`src/rtl/core/gpt_pkg.sv`:
```
// ----------------------------------------------------------------------------
// Game port package
// Types, codes and arithmetic constants shared by the game port modules.
// ----------------------------------------------------------------------------
package gpt_pkg;

  // Axis slots and the subset that actually has a timer.
  localparam int unsigned AXIS_SLOTS = 4;
  localparam int unsigned NUM_AXES   = 4;
  localparam logic [AXIS_SLOTS-1:0] ALL_AXES   = 4'hf;
  localparam logic [AXIS_SLOTS-1:0] TIMED_AXES = AXIS_SLOTS'((1 << NUM_AXES) - 1);
  localparam int unsigned IDX_W = 2;

  // Field widths.
  localparam int unsigned MODE_W   = 2;
  localparam int unsigned POS_W    = 16;
  localparam int unsigned BTN_W    = 8;
  localparam int unsigned TPU_W    = 8;
  localparam int unsigned COUNT_W  = 19;
  localparam int unsigned IN_DATA_W  = 80;
  localparam int unsigned OUT_DATA_W = 8;
  localparam int unsigned CFG_ADDR_W = 3;
  localparam int unsigned CFG_DATA_W = 32;

  // Request codes carried in tuser.
  localparam logic [MODE_W-1:0] MODE_READ  = 2'd0;
  localparam logic [MODE_W-1:0] MODE_WRITE = 2'd1;
  localparam logic [MODE_W-1:0] MODE_TICK  = 2'd2;

  // Register indexes (taken from paddr[2]).
  localparam logic REG_TPU = 1'b0;
  localparam logic [TPU_W-1:0] TPU_RESET = 8'd10;

  // Delay arithmetic: usec = ((pos + 32768) * 100 / 65) * 11 / 1000 + 24.
  localparam logic [POS_W-1:0] POS_BIAS = 16'h8000;
  localparam int unsigned X_W    = 23;   // biased * 100
  localparam int unsigned OHM_W  = 17;   // x / 65
  localparam int unsigned Y_W    = 21;   // ohms * 11
  localparam int unsigned Q2_W   = 12;   // y / 1000
  localparam int unsigned USEC_W = 11;   // q2 + 24
  localparam int unsigned OHM_SCALE  = 100;
  localparam int unsigned OHM_DIV    = 65;
  localparam int unsigned USEC_SCALE = 11;
  localparam int unsigned USEC_DIV   = 1000;
  localparam int unsigned USEC_BASE  = 24;
  localparam int unsigned DIV65_SHIFT   = 23;
  localparam int unsigned DIV65_MUL     = (1 << DIV65_SHIFT) / OHM_DIV;
  localparam int unsigned DIV1000_SHIFT = 21;
  localparam int unsigned DIV1000_MUL   = (1 << DIV1000_SHIFT) / USEC_DIV;

  // Reciprocal products and correction remainders inside the delay pipeline.
  localparam int unsigned P1_W = X_W + OHM_W;
  localparam int unsigned P2_W = Y_W + Q2_W;
  localparam int unsigned R1_W = X_W + 1;
  localparam int unsigned R2_W = Y_W + 1;

  // Command queue.
  localparam int unsigned QDEPTH = 2;
  localparam int unsigned QPTR_W = 1;
  localparam int unsigned QCNT_W = 2;

  typedef enum logic [1:0] {
    CMD_READ,
    CMD_WRITE,
    CMD_TICK
  } cmd_kind_t;

  typedef enum logic [1:0] {
    BK_IDLE,
    BK_ISSUE,
    BK_DRAIN
  } back_state_t;

  typedef struct packed {
    cmd_kind_t                          kind;
    logic [AXIS_SLOTS-1:0][POS_W-1:0]   pos;
    logic [AXIS_SLOTS-1:0]              present;
    logic [BTN_W-1:0]                   buttons;
  } cmd_t;

  typedef struct packed {
    logic             valid;
    logic [IDX_W-1:0] idx;
    logic             present;
    logic [POS_W-1:0] pos;
  } delay_req_t;

  typedef struct packed {
    logic               valid;
    logic [IDX_W-1:0]   idx;
    logic [COUNT_W-1:0] count;
  } delay_res_t;

endpackage

```
`src/rtl/core/game_port_axis_timers_core.sv`:
```
// ----------------------------------------------------------------------------
// Game port axis timers core
// PC game port with four one-shot axis timers, a tick input and read port.
// ----------------------------------------------------------------------------
// Each request on the input stream is a bus read, a bus write or a timer tick,
// selected by in_tuser. A write sets all four axis-running bits and reloads
// each axis countdown with ticks_per_usec * (((pos + 32768) * 100 / 65) * 11
// / 1000 + 24); an absent axis gets zero and its bit stays set. A tick
// decrements every nonzero countdown and clears the axis bit when it reaches
// zero. A read returns one byte, the running bits ORed with the button byte;
// writes and ticks return nothing. Reads and ticks are executed straight from
// the idle state, so a stream of them runs at one request per clock once
// queued, unless a read result is stalled. A write holds the back end:
// four axis loads are issued one per cycle into a shared seven-stage delay
// pipeline (two multiply-by-reciprocal divisions and the final scale), and
// the back end waits for it to drain. The two-entry command queue keeps
// accepting requests meanwhile until it fills. A pending read result waits in
// the output register without stopping ticks and writes queued behind it only
// when the next read arrives. ticks_per_usec lives at byte address 0 of the
// configuration port and resets to 10; it may be written only while idle.
// ----------------------------------------------------------------------------
module game_port_axis_timers_core (
  input  logic                              clk,
  input  logic                              rst_n,
  // Request stream.
  input  logic                              in_tvalid,
  output logic                              in_tready,
  // [15:0] axis_pos_0, [31:16] axis_pos_1, [47:32] axis_pos_2,
  // [63:48] axis_pos_3, [67:64] axis_present, [75:68] button_bits, [79:76] 0
  input  logic [gpt_pkg::IN_DATA_W-1:0]     in_tdata,
  // [1:0] mode
  input  logic [gpt_pkg::MODE_W-1:0]        in_tuser,
  // Result stream.
  output logic                              out_tvalid,
  input  logic                              out_tready,
  // [7:0] read_data
  output logic [gpt_pkg::OUT_DATA_W-1:0]    out_tdata,
  // Configuration port.
  input  logic                              cfg_psel,
  input  logic                              cfg_penable,
  input  logic                              cfg_pwrite,
  input  logic [gpt_pkg::CFG_ADDR_W-1:0]    cfg_paddr,
  input  logic [gpt_pkg::CFG_DATA_W-1:0]    cfg_pwdata,
  output logic [gpt_pkg::CFG_DATA_W-1:0]    cfg_prdata,
  output logic                              cfg_pready
);

  logic [gpt_pkg::TPU_W-1:0] tpu_r, tpu_nxt;
  logic                      cfg_wr;
  logic                      reg_idx;

  logic                q_valid;
  gpt_pkg::cmd_t       q_cmd;
  logic                q_pop;
  gpt_pkg::delay_req_t req;
  gpt_pkg::delay_res_t res;
  logic                pipe_busy;

  // Registers are word aligned, so bit 2 of the address picks the register.
  assign reg_idx    = cfg_paddr[2];
  assign cfg_pready = 1'b1;
  assign cfg_wr     = cfg_psel && cfg_penable && cfg_pwrite && cfg_pready;

  always_comb begin
    tpu_nxt = tpu_r;
    if (cfg_wr && reg_idx == gpt_pkg::REG_TPU) begin
      tpu_nxt = cfg_pwdata[gpt_pkg::TPU_W-1:0];
    end
  end

  always_ff @(posedge clk) begin
    if (!rst_n) begin
      tpu_r <= gpt_pkg::TPU_RESET;
    end else begin
      tpu_r <= tpu_nxt;
    end
  end

  // Reads of unmapped addresses return zero.
  assign cfg_prdata = (reg_idx == gpt_pkg::REG_TPU) ? gpt_pkg::CFG_DATA_W'(tpu_r) : '0;

  // Front end: decode and queue requests.
  gpt_front u_front (
    .clk       (clk),
    .rst_n     (rst_n),
    .in_tvalid (in_tvalid),
    .in_tready (in_tready),
    .in_tdata  (in_tdata),
    .in_tuser  (in_tuser),
    .q_valid   (q_valid),
    .q_cmd     (q_cmd),
    .q_pop     (q_pop)
  );

  // Back end: timers, ticks and the read result register.
  gpt_back u_back (
    .clk        (clk),
    .rst_n      (rst_n),
    .q_valid    (q_valid),
    .q_cmd      (q_cmd),
    .q_pop      (q_pop),
    .req        (req),
    .res        (res),
    .pipe_busy  (pipe_busy),
    .out_tvalid (out_tvalid),
    .out_tready (out_tready),
    .out_tdata  (out_tdata)
  );

  // Shared delay pipeline for the axis loads of a write.
  gpt_delay u_delay (
    .clk   (clk),
    .rst_n (rst_n),
    .tpu   (tpu_r),
    .req   (req),
    .res   (res),
    .busy  (pipe_busy)
  );

endmodule

```
`src/rtl/core/gpt_front.sv`:
```
// ----------------------------------------------------------------------------
// Game port front end
// Accepts requests, decodes the mode and queues commands for the back end.
// ----------------------------------------------------------------------------
module gpt_front (
  input  logic                            clk,
  input  logic                            rst_n,
  input  logic                            in_tvalid,
  output logic                            in_tready,
  input  logic [gpt_pkg::IN_DATA_W-1:0]   in_tdata,
  input  logic [gpt_pkg::MODE_W-1:0]      in_tuser,
  output logic                            q_valid,
  output gpt_pkg::cmd_t                   q_cmd,
  input  logic                            q_pop
);

  gpt_pkg::cmd_t              mem_r [gpt_pkg::QDEPTH];
  logic [gpt_pkg::QPTR_W-1:0] wr_ptr_r, wr_ptr_nxt;
  logic [gpt_pkg::QPTR_W-1:0] rd_ptr_r, rd_ptr_nxt;
  logic [gpt_pkg::QCNT_W-1:0] count_r, count_nxt;
  gpt_pkg::cmd_t              cmd;
  logic                       keep;
  logic                       push;

  // Decode the request. Mode 3 is accepted and dropped.
  always_comb begin
    cmd.pos[0]  = in_tdata[15:0];
    cmd.pos[1]  = in_tdata[31:16];
    cmd.pos[2]  = in_tdata[47:32];
    cmd.pos[3]  = in_tdata[63:48];
    cmd.present = in_tdata[67:64] & gpt_pkg::TIMED_AXES;
    cmd.buttons = in_tdata[75:68];
    keep        = 1'b1;
    unique case (in_tuser)
      gpt_pkg::MODE_READ:  cmd.kind = gpt_pkg::CMD_READ;
      gpt_pkg::MODE_WRITE: cmd.kind = gpt_pkg::CMD_WRITE;
      gpt_pkg::MODE_TICK:  cmd.kind = gpt_pkg::CMD_TICK;
      default: begin
        cmd.kind = gpt_pkg::CMD_READ;
        keep     = 1'b0;
      end
    endcase
  end

  assign in_tready = (count_r != gpt_pkg::QCNT_W'(gpt_pkg::QDEPTH));
  assign push      = in_tvalid && in_tready && keep;
  assign q_valid   = (count_r != '0);
  assign q_cmd     = mem_r[rd_ptr_r];

  always_comb begin
    wr_ptr_nxt = push  ? wr_ptr_r + 1'b1 : wr_ptr_r;
    rd_ptr_nxt = q_pop ? rd_ptr_r + 1'b1 : rd_ptr_r;
    count_nxt  = count_r + gpt_pkg::QCNT_W'(push) - gpt_pkg::QCNT_W'(q_pop);
  end

  always_ff @(posedge clk) begin
    if (!rst_n) begin
      wr_ptr_r <= '0;
      rd_ptr_r <= '0;
      count_r  <= '0;
    end else begin
      wr_ptr_r <= wr_ptr_nxt;
      rd_ptr_r <= rd_ptr_nxt;
      count_r  <= count_nxt;
    end
  end

  always_ff @(posedge clk) begin
    if (push) begin
      mem_r[wr_ptr_r] <= cmd;
    end
  end

endmodule

```
`src/rtl/core/gpt_delay.sv`:
```
// ----------------------------------------------------------------------------
// Game port delay pipeline
// Seven-stage pipeline that turns an axis position into a countdown load.
// ----------------------------------------------------------------------------
module gpt_delay (
  input  logic                         clk,
  input  logic                         rst_n,
  input  logic [gpt_pkg::TPU_W-1:0]    tpu,
  input  gpt_pkg::delay_req_t          req,
  output gpt_pkg::delay_res_t          res,
  output logic                         busy
);

  // Stage valid bits and tags.
  logic [6:0]                 v_r;
  logic [6:0][gpt_pkg::IDX_W-1:0] idx_r;
  logic [6:0]                 pres_r;

  logic [gpt_pkg::X_W-1:0]     s1_x_r, s2_x_r;
  logic [gpt_pkg::OHM_W-1:0]   s2_q_r, s3_ohm_r;
  logic [gpt_pkg::Y_W-1:0]     s4_y_r, s5_y_r;
  logic [gpt_pkg::Q2_W-1:0]    s5_q_r;
  logic [gpt_pkg::USEC_W-1:0]  s6_usec_r;
  logic [gpt_pkg::COUNT_W-1:0] cnt_r;

  logic [gpt_pkg::POS_W-1:0]   biased;
  logic [gpt_pkg::X_W-1:0]     s1_x_nxt;
  logic [gpt_pkg::P1_W-1:0]    p1;
  logic [gpt_pkg::OHM_W-1:0]   s2_q_nxt;
  logic [gpt_pkg::R1_W-1:0]    r1;
  logic [gpt_pkg::OHM_W-1:0]   s3_ohm_nxt;
  logic [gpt_pkg::Y_W-1:0]     s4_y_nxt;
  logic [gpt_pkg::P2_W-1:0]    p2;
  logic [gpt_pkg::Q2_W-1:0]    s5_q_nxt;
  logic [gpt_pkg::R2_W-1:0]    r2;
  logic [gpt_pkg::USEC_W-1:0]  s6_usec_nxt;
  logic [gpt_pkg::COUNT_W-1:0] cnt_nxt;

  always_comb begin
    // Flipping the sign bit adds the 32768 bias.
    biased   = req.pos ^ gpt_pkg::POS_BIAS;
    s1_x_nxt = gpt_pkg::X_W'(biased) * gpt_pkg::X_W'(gpt_pkg::OHM_SCALE);
    // Divide by 65: reciprocal estimate, then one correction step.
    p1       = gpt_pkg::P1_W'(s1_x_r) * gpt_pkg::P1_W'(gpt_pkg::DIV65_MUL);
    s2_q_nxt = p1[gpt_pkg::DIV65_SHIFT +: gpt_pkg::OHM_W];
    r1       = gpt_pkg::R1_W'(s2_x_r)
             - gpt_pkg::R1_W'(s2_q_r) * gpt_pkg::R1_W'(gpt_pkg::OHM_DIV);
    s3_ohm_nxt = s2_q_r + gpt_pkg::OHM_W'(r1 >= gpt_pkg::R1_W'(gpt_pkg::OHM_DIV));
    s4_y_nxt = gpt_pkg::Y_W'(s3_ohm_r) * gpt_pkg::Y_W'(gpt_pkg::USEC_SCALE);
    // Divide by 1000 the same way.
    p2       = gpt_pkg::P2_W'(s4_y_r) * gpt_pkg::P2_W'(gpt_pkg::DIV1000_MUL);
    s5_q_nxt = p2[gpt_pkg::DIV1000_SHIFT +: gpt_pkg::Q2_W];
    r2       = gpt_pkg::R2_W'(s5_y_r)
             - gpt_pkg::R2_W'(s5_q_r) * gpt_pkg::R2_W'(gpt_pkg::USEC_DIV);
    s6_usec_nxt = gpt_pkg::USEC_W'(s5_q_r)
                + gpt_pkg::USEC_W'(r2 >= gpt_pkg::R2_W'(gpt_pkg::USEC_DIV))
                + gpt_pkg::USEC_W'(gpt_pkg::USEC_BASE);
    // An absent axis loads zero so its running bit stays set.
    cnt_nxt  = pres_r[5] ? gpt_pkg::COUNT_W'(tpu) * gpt_pkg::COUNT_W'(s6_usec_r) : '0;
  end

  always_ff @(posedge clk) begin
    if (!rst_n) begin
      v_r <= '0;
    end else begin
      v_r <= {v_r[5:0], req.valid};
    end
  end

  always_ff @(posedge clk) begin
    idx_r     <= {idx_r[5:0], req.idx};
    pres_r    <= {pres_r[5:0], req.present};
    s1_x_r    <= s1_x_nxt;
    s2_x_r    <= s1_x_r;
    s2_q_r    <= s2_q_nxt;
    s3_ohm_r  <= s3_ohm_nxt;
    s4_y_r    <= s4_y_nxt;
    s5_y_r    <= s4_y_r;
    s5_q_r    <= s5_q_nxt;
    s6_usec_r <= s6_usec_nxt;
    cnt_r     <= cnt_nxt;
  end

  assign res.valid = v_r[6];
  assign res.idx   = idx_r[6];
  assign res.count = cnt_r;
  assign busy      = |v_r;

endmodule

```
`src/rtl/core/gpt_back.sv`:
```
// ----------------------------------------------------------------------------
// Game port back end
// Executes queued commands: axis timers, tick countdown and read results.
// ----------------------------------------------------------------------------
module gpt_back (
  input  logic                             clk,
  input  logic                             rst_n,
  input  logic                             q_valid,
  input  gpt_pkg::cmd_t                    q_cmd,
  output logic                             q_pop,
  output gpt_pkg::delay_req_t              req,
  input  gpt_pkg::delay_res_t              res,
  input  logic                             pipe_busy,
  output logic                             out_tvalid,
  input  logic                             out_tready,
  output logic [gpt_pkg::OUT_DATA_W-1:0]   out_tdata
);

  gpt_pkg::back_state_t state_r, state_nxt;

  logic [gpt_pkg::IDX_W-1:0]      idx_r, idx_nxt;
  logic [gpt_pkg::POS_W-1:0]      pos_r [gpt_pkg::AXIS_SLOTS];
  logic [gpt_pkg::AXIS_SLOTS-1:0] pres_r;
  logic [gpt_pkg::AXIS_SLOTS-1:0] run_r, run_nxt;
  logic [gpt_pkg::COUNT_W-1:0]    cnt_r [gpt_pkg::AXIS_SLOTS];
  logic [gpt_pkg::COUNT_W-1:0]    cnt_nxt [gpt_pkg::AXIS_SLOTS];
  logic                           ovld_r, ovld_nxt;
  logic [gpt_pkg::OUT_DATA_W-1:0] odata_r, odata_nxt;

  logic out_free;
  logic load_wr;
  logic do_tick;
  logic do_read;

  assign out_free = !ovld_r || out_tready;

  // Next state.
  always_comb begin
    state_nxt = state_r;
    unique case (state_r)
      gpt_pkg::BK_IDLE: begin
        if (q_valid && q_cmd.kind == gpt_pkg::CMD_WRITE) begin
          state_nxt = gpt_pkg::BK_ISSUE;
        end
      end
      gpt_pkg::BK_ISSUE: begin
        if (idx_r == gpt_pkg::IDX_W'(gpt_pkg::AXIS_SLOTS - 1)) begin
          state_nxt = gpt_pkg::BK_DRAIN;
        end
      end
      gpt_pkg::BK_DRAIN: begin
        if (!pipe_busy) begin
          state_nxt = gpt_pkg::BK_IDLE;
        end
      end
      default: state_nxt = gpt_pkg::BK_IDLE;
    endcase
  end

  // State outputs.
  always_comb begin
    load_wr     = 1'b0;
    do_tick     = 1'b0;
    do_read     = 1'b0;
    req.valid   = 1'b0;
    req.idx     = idx_r;
    req.present = pres_r[idx_r];
    req.pos     = pos_r[idx_r];
    unique case (state_r)
      gpt_pkg::BK_IDLE: begin
        if (q_valid) begin
          load_wr = (q_cmd.kind == gpt_pkg::CMD_WRITE);
          do_tick = (q_cmd.kind == gpt_pkg::CMD_TICK);
          do_read = (q_cmd.kind == gpt_pkg::CMD_READ) && out_free;
        end
      end
      gpt_pkg::BK_ISSUE: req.valid = 1'b1;
      gpt_pkg::BK_DRAIN: req.valid = 1'b0;
      default:           req.valid = 1'b0;
    endcase
  end

  assign q_pop = load_wr || do_tick || do_read;

  // Datapath updates.
  always_comb begin
    idx_nxt   = (state_r == gpt_pkg::BK_ISSUE) ? idx_r + 1'b1 : '0;
    run_nxt   = run_r;
    ovld_nxt  = ovld_r && !out_tready;
    odata_nxt = odata_r;
    for (int i = 0; i < gpt_pkg::AXIS_SLOTS; i++) begin
      cnt_nxt[i] = cnt_r[i];
    end
    if (load_wr) begin
      run_nxt = run_r | gpt_pkg::ALL_AXES;
    end
    if (do_tick) begin
      for (int i = 0; i < gpt_pkg::AXIS_SLOTS; i++) begin
        if (cnt_r[i] != '0) begin
          cnt_nxt[i] = cnt_r[i] - 1'b1;
          if (cnt_r[i] == gpt_pkg::COUNT_W'(1)) begin
            run_nxt[i] = 1'b0;
          end
        end
      end
    end
    if (res.valid) begin
      cnt_nxt[res.idx] = res.count;
    end
    if (do_read) begin
      ovld_nxt  = 1'b1;
      odata_nxt = gpt_pkg::OUT_DATA_W'(run_r) | q_cmd.buttons;
    end
  end

  always_ff @(posedge clk) begin
    if (!rst_n) begin
      state_r <= gpt_pkg::BK_IDLE;
      idx_r   <= '0;
      run_r   <= '0;
      ovld_r  <= 1'b0;
      for (int i = 0; i < gpt_pkg::AXIS_SLOTS; i++) begin
        cnt_r[i] <= '0;
      end
    end else begin
      state_r <= state_nxt;
      idx_r   <= idx_nxt;
      run_r   <= run_nxt;
      ovld_r  <= ovld_nxt;
      for (int i = 0; i < gpt_pkg::AXIS_SLOTS; i++) begin
        cnt_r[i] <= cnt_nxt[i];
      end
    end
  end

  always_ff @(posedge clk) begin
    odata_r <= odata_nxt;
    if (load_wr) begin
      pres_r <= q_cmd.present;
      for (int i = 0; i < gpt_pkg::AXIS_SLOTS; i++) begin
        pos_r[i] <= q_cmd.pos[i];
      end
    end
  end

  assign out_tvalid = ovld_r;
  assign out_tdata  = odata_r;

endmodule

```
`config.mk`:
```
export PLATFORM = sky130hd
export DESIGN_NAME = game_port_axis_timers_core
export DESIGN_NICKNAME = d
export VERILOG_FILES = /design/src/rtl/core/gpt_pkg.sv /design/src/rtl/core/game_port_axis_timers_core.sv /design/src/rtl/core/gpt_front.sv /design/src/rtl/core/gpt_delay.sv /design/src/rtl/core/gpt_back.sv
export SDC_FILE = /design/constraint.sdc
export NUM_CORES = 2
export LEC_CHECK = 0
export BUFFER_PORTS_ARGS = -buffer_cell sky130_fd_sc_hd__clkbuf_2
export CAP_MARGIN = 40
export CORE_MARGIN = 3
export CORE_UTILIZATION = 68
export DETAILED_ROUTE_END_ITERATION = 7
export PLACE_DENSITY = 0.95
export SYNTH_ARGS = -nofsm -noshare
export SYNTH_HDL_FRONTEND = slang
export SYNTH_SLANG_ARGS = --single-unit
```
`constraint.sdc`:
```
create_clock -name clk -period 20.4 [get_ports clk]
set_input_delay 1.02 -clock clk [delete_from_list [all_inputs] [get_ports clk]]
set_output_delay 1.02 -clock clk [all_outputs]
set_load 0.02 [all_outputs]
```
==> flow_metrics.env <==
export IMPL_outcome="complete, no violations"
export IMPL_drv_slew=0
export IMPL_die_w_um=236
export IMPL_startpoint_type="flop"
export IMPL_cts_tree="done"
export IMPL_crit_type="reg2reg"
export IMPL_setup_violations_final=0
export IMPL_period_minus_slack_ns=8.09
export IMPL_antenna_found_initial=0
export IMPL_area_growth_pct=8.15
export IMPL_port_buffers=111
export IMPL_syn_area_um2=36100
export IMPL_drv_cap=0
export IMPL_synth_top_family_by_area="adder cells"
export IMPL_worst_slew_pin_slew_ns=1.02
export IMPL_synth_compound_area_share=0.0819
export IMPL_slowest_delay_ns=0.58
export IMPL_required_ns=20.90
export IMPL_ys_ff_latch=514
export IMPL_root_buffer="clkbuf_16"
export IMPL_clk_path_buf_depth=3
export IMPL_skew_ns=0.0490
export IMPL_ys_warn_count=0
export IMPL_hp_class="reg2reg"
export IMPL_syn_inst=3335
export IMPL_synth_area_mux_share=0.0360
export IMPL_dieHeight_um=236
export IMPL_synth_xor_area_frac=0.0413
export IMPL_drc=0
export IMPL_seq_area_frac_synth=0.350
export IMPL_ios=167
export IMPL_cts_sinks=514
export IMPL_grt_usage=0.326
export IMPL_htreeDepth=2
export IMPL_placementRows=83
export IMPL_grt_pass1_vias=28042
export IMPL_cpMaxStageDelayCell="fa_1"
export IMPL_clk_pin_slew_ns=0.07
export IMPL_cts_resized_gates=0
export IMPL_syn_avg_cell_area_um2=10.8
export IMPL_setup_ws_ns=12.31
export IMPL_ctsHoldBuffers=0
export IMPL_clkLatencyLatePin_ns=0.64
export IMPL_start_util=0.694
export IMPL_async_reset_ff_frac=0
export IMPL_synth_cell_type_count=89
export IMPL_postRouteAntennaNets=0
export IMPL_avgViaCountPerCell=6.23
export IMPL_grt_max_degree=69
export IMPL_drive_above_1_share=0.0942
export IMPL_synth_edf_count=232
export IMPL_postLayoutCellArea_um2=39000
export IMPL_max_slew_margin=0.313
export IMPL_gp_congestion=0.966
export IMPL_grt_pass1_wl_mm=145
export IMPL_hold_viol_final=0
export IMPL_setup_tns_ns=0
export IMPL_final_cell_mix="inv_1, ha_1, dfxtp_1"
export IMPL_layout_commonest_cell="inv_1"
export IMPL_synthAdderAreaFrac=0.326
export IMPL_post_dp_hpwl_mm=60.3
export IMPL_first_iter_violations=2152
export IMPL_wl_per_cell_um=21.8
export IMPL_dr_pass1_iters=5
export IMPL_finalWirelength_mm=91.1
export IMPL_rsz0062_at_grt="no"
export IMPL_post_route_period_util=0.396
export IMPL_max_freq_mhz=124
export IMPL_cp_arrival_ns=8.58
export IMPL_pre_cts_ws_ns=12.48
export IMPL_path_max_fanout=7
export IMPL_synth_simple_area_share=0.0926
export IMPL_core_um2=51900
export IMPL_diodes=0
export IMPL_place_area_um2=37300
export IMPL_gr_total_overflow=0
export IMPL_cts_inserted_buffers=50
export IMPL_ys_flop_type="dfxtp_1"
export IMPL_dieArea_um2=55800
export IMPL_end_kind="flop"
export IMPL_vias=25992
export IMPL_final_nets=4350
export IMPL_postCtsSetupBuffers=0
-- per-layer routing --
layer  vias to the layer above  GRT usage  routed length (um)
li1                      11470          -                   -
met1                     12454      0.358               31100
met2                      1559      0.586               46500
met3                       509     0.0532                6980
met4                         0      0.208                6480
met5                         -          0                   0
-- logic make-up (layout without fill, tap and decap cells) --
kind of cell	after synthesis	count (layout)
simple gates	670	670
xor+xnor	170	170
other cells	2	25
fa+ha+maj	774	774
buf+inv	662	798
mux	99	99
compound gates	444	444
flops	514	514
-- cell usage after synthesis (35+ instances only) --
library cell / count / area share
mux2_2: 74 / 0.023
fa_1: 277 / 0.15
nor3_1: 59 / 0.0082
o21ai_0: 95 / 0.013
nand2_1: 147 / 0.015
clkbuf_1: 49 / 0.0051
and2_1: 63 / 0.011
edfxtp_1: 232 / 0.19
xor2_1: 53 / 0.013
dfxtp_1: 282 / 0.16
a21oi_1: 111 / 0.015
a21o_1: 35 / 0.0073
inv_1: 578 / 0.060
nand3_1: 52 / 0.0072
ha_1: 497 / 0.17
a211oi_1: 46 / 0.0096
nor2_1: 180 / 0.019
xnor2_1: 117 / 0.028
-- final cells by class --
cell class	count	area [um2]
clock inverter	29	297
sequential	514	12600
fill	2833	12900
clock buffer	65	1360
inverter	579	2170
multi-input combinational	2182	21000
tap	680	851
timing repair buffer	125	741
-- final timing paths --
kind,start,to,slack [ns],cells after the start
max,u_delay.s5_q_r[7],u_delay.s6_usec_r[10],12.31,34
min,u_delay.idx_r[3],u_delay.idx_r[5],0.33,0
max reg2reg,u_delay.s5_q_r[7],u_delay.s6_usec_r[10],12.31,34
min reg2reg,u_delay.idx_r[3],u_delay.idx_r[5],0.33,0
-- state kept, by name, summed over array words and instances, names as in the netlist, 6 cells and up, named ones only --
name               count
u_delay.s2_x_r        21
u_delay.idx_r         12
u_delay.s2_q_r        17
u_back.pos_r          64
u_delay.cnt_r         19
u_delay.s5_q_r        12
u_back.cnt_r          76
u_delay.s1_x_r        21
u_front.mem_r        156
u_back.out_tdata       8
u_delay.v_r            7
u_delay.s6_usec_r     11
u_delay.pres_r         6
u_delay.s5_y_r        18
u_delay.s3_ohm_r      17
tpu_r                  8
u_delay.s4_y_r        21
-- metrics by stage --
step / hold slack (ns) / util / instances
floorplan: 0.310 / - / 3358
global placement: 0.310 / 0.717 / 4076
detailed placement: 0.312 / 0.719 / 4080
CTS: 0.326 / 0.751 / 4174
global route: 0.329 / 0.751 / 4174
finish: 0.328 / 0.751 / 4174
-- critical path: cells and delay by family (launching register included) --
| kind | cells | cell delay, ns |
|---|---|---|
| buffers and inverters | 4 | 0.35 |
| xor gates and xnor gates | 2 | 0.17 |
| DFF | 1 | 0.55 |
| adders and majority gates | 8 | 3.36 |
| and+or+nand+nor | 10 | 1.77 |
| AOI/OAI and AO/OA | 10 | 1.77 |
Power is not shown: default switching activity piles up to over one toggle a cycle in this logic, so the estimate is an artifact.
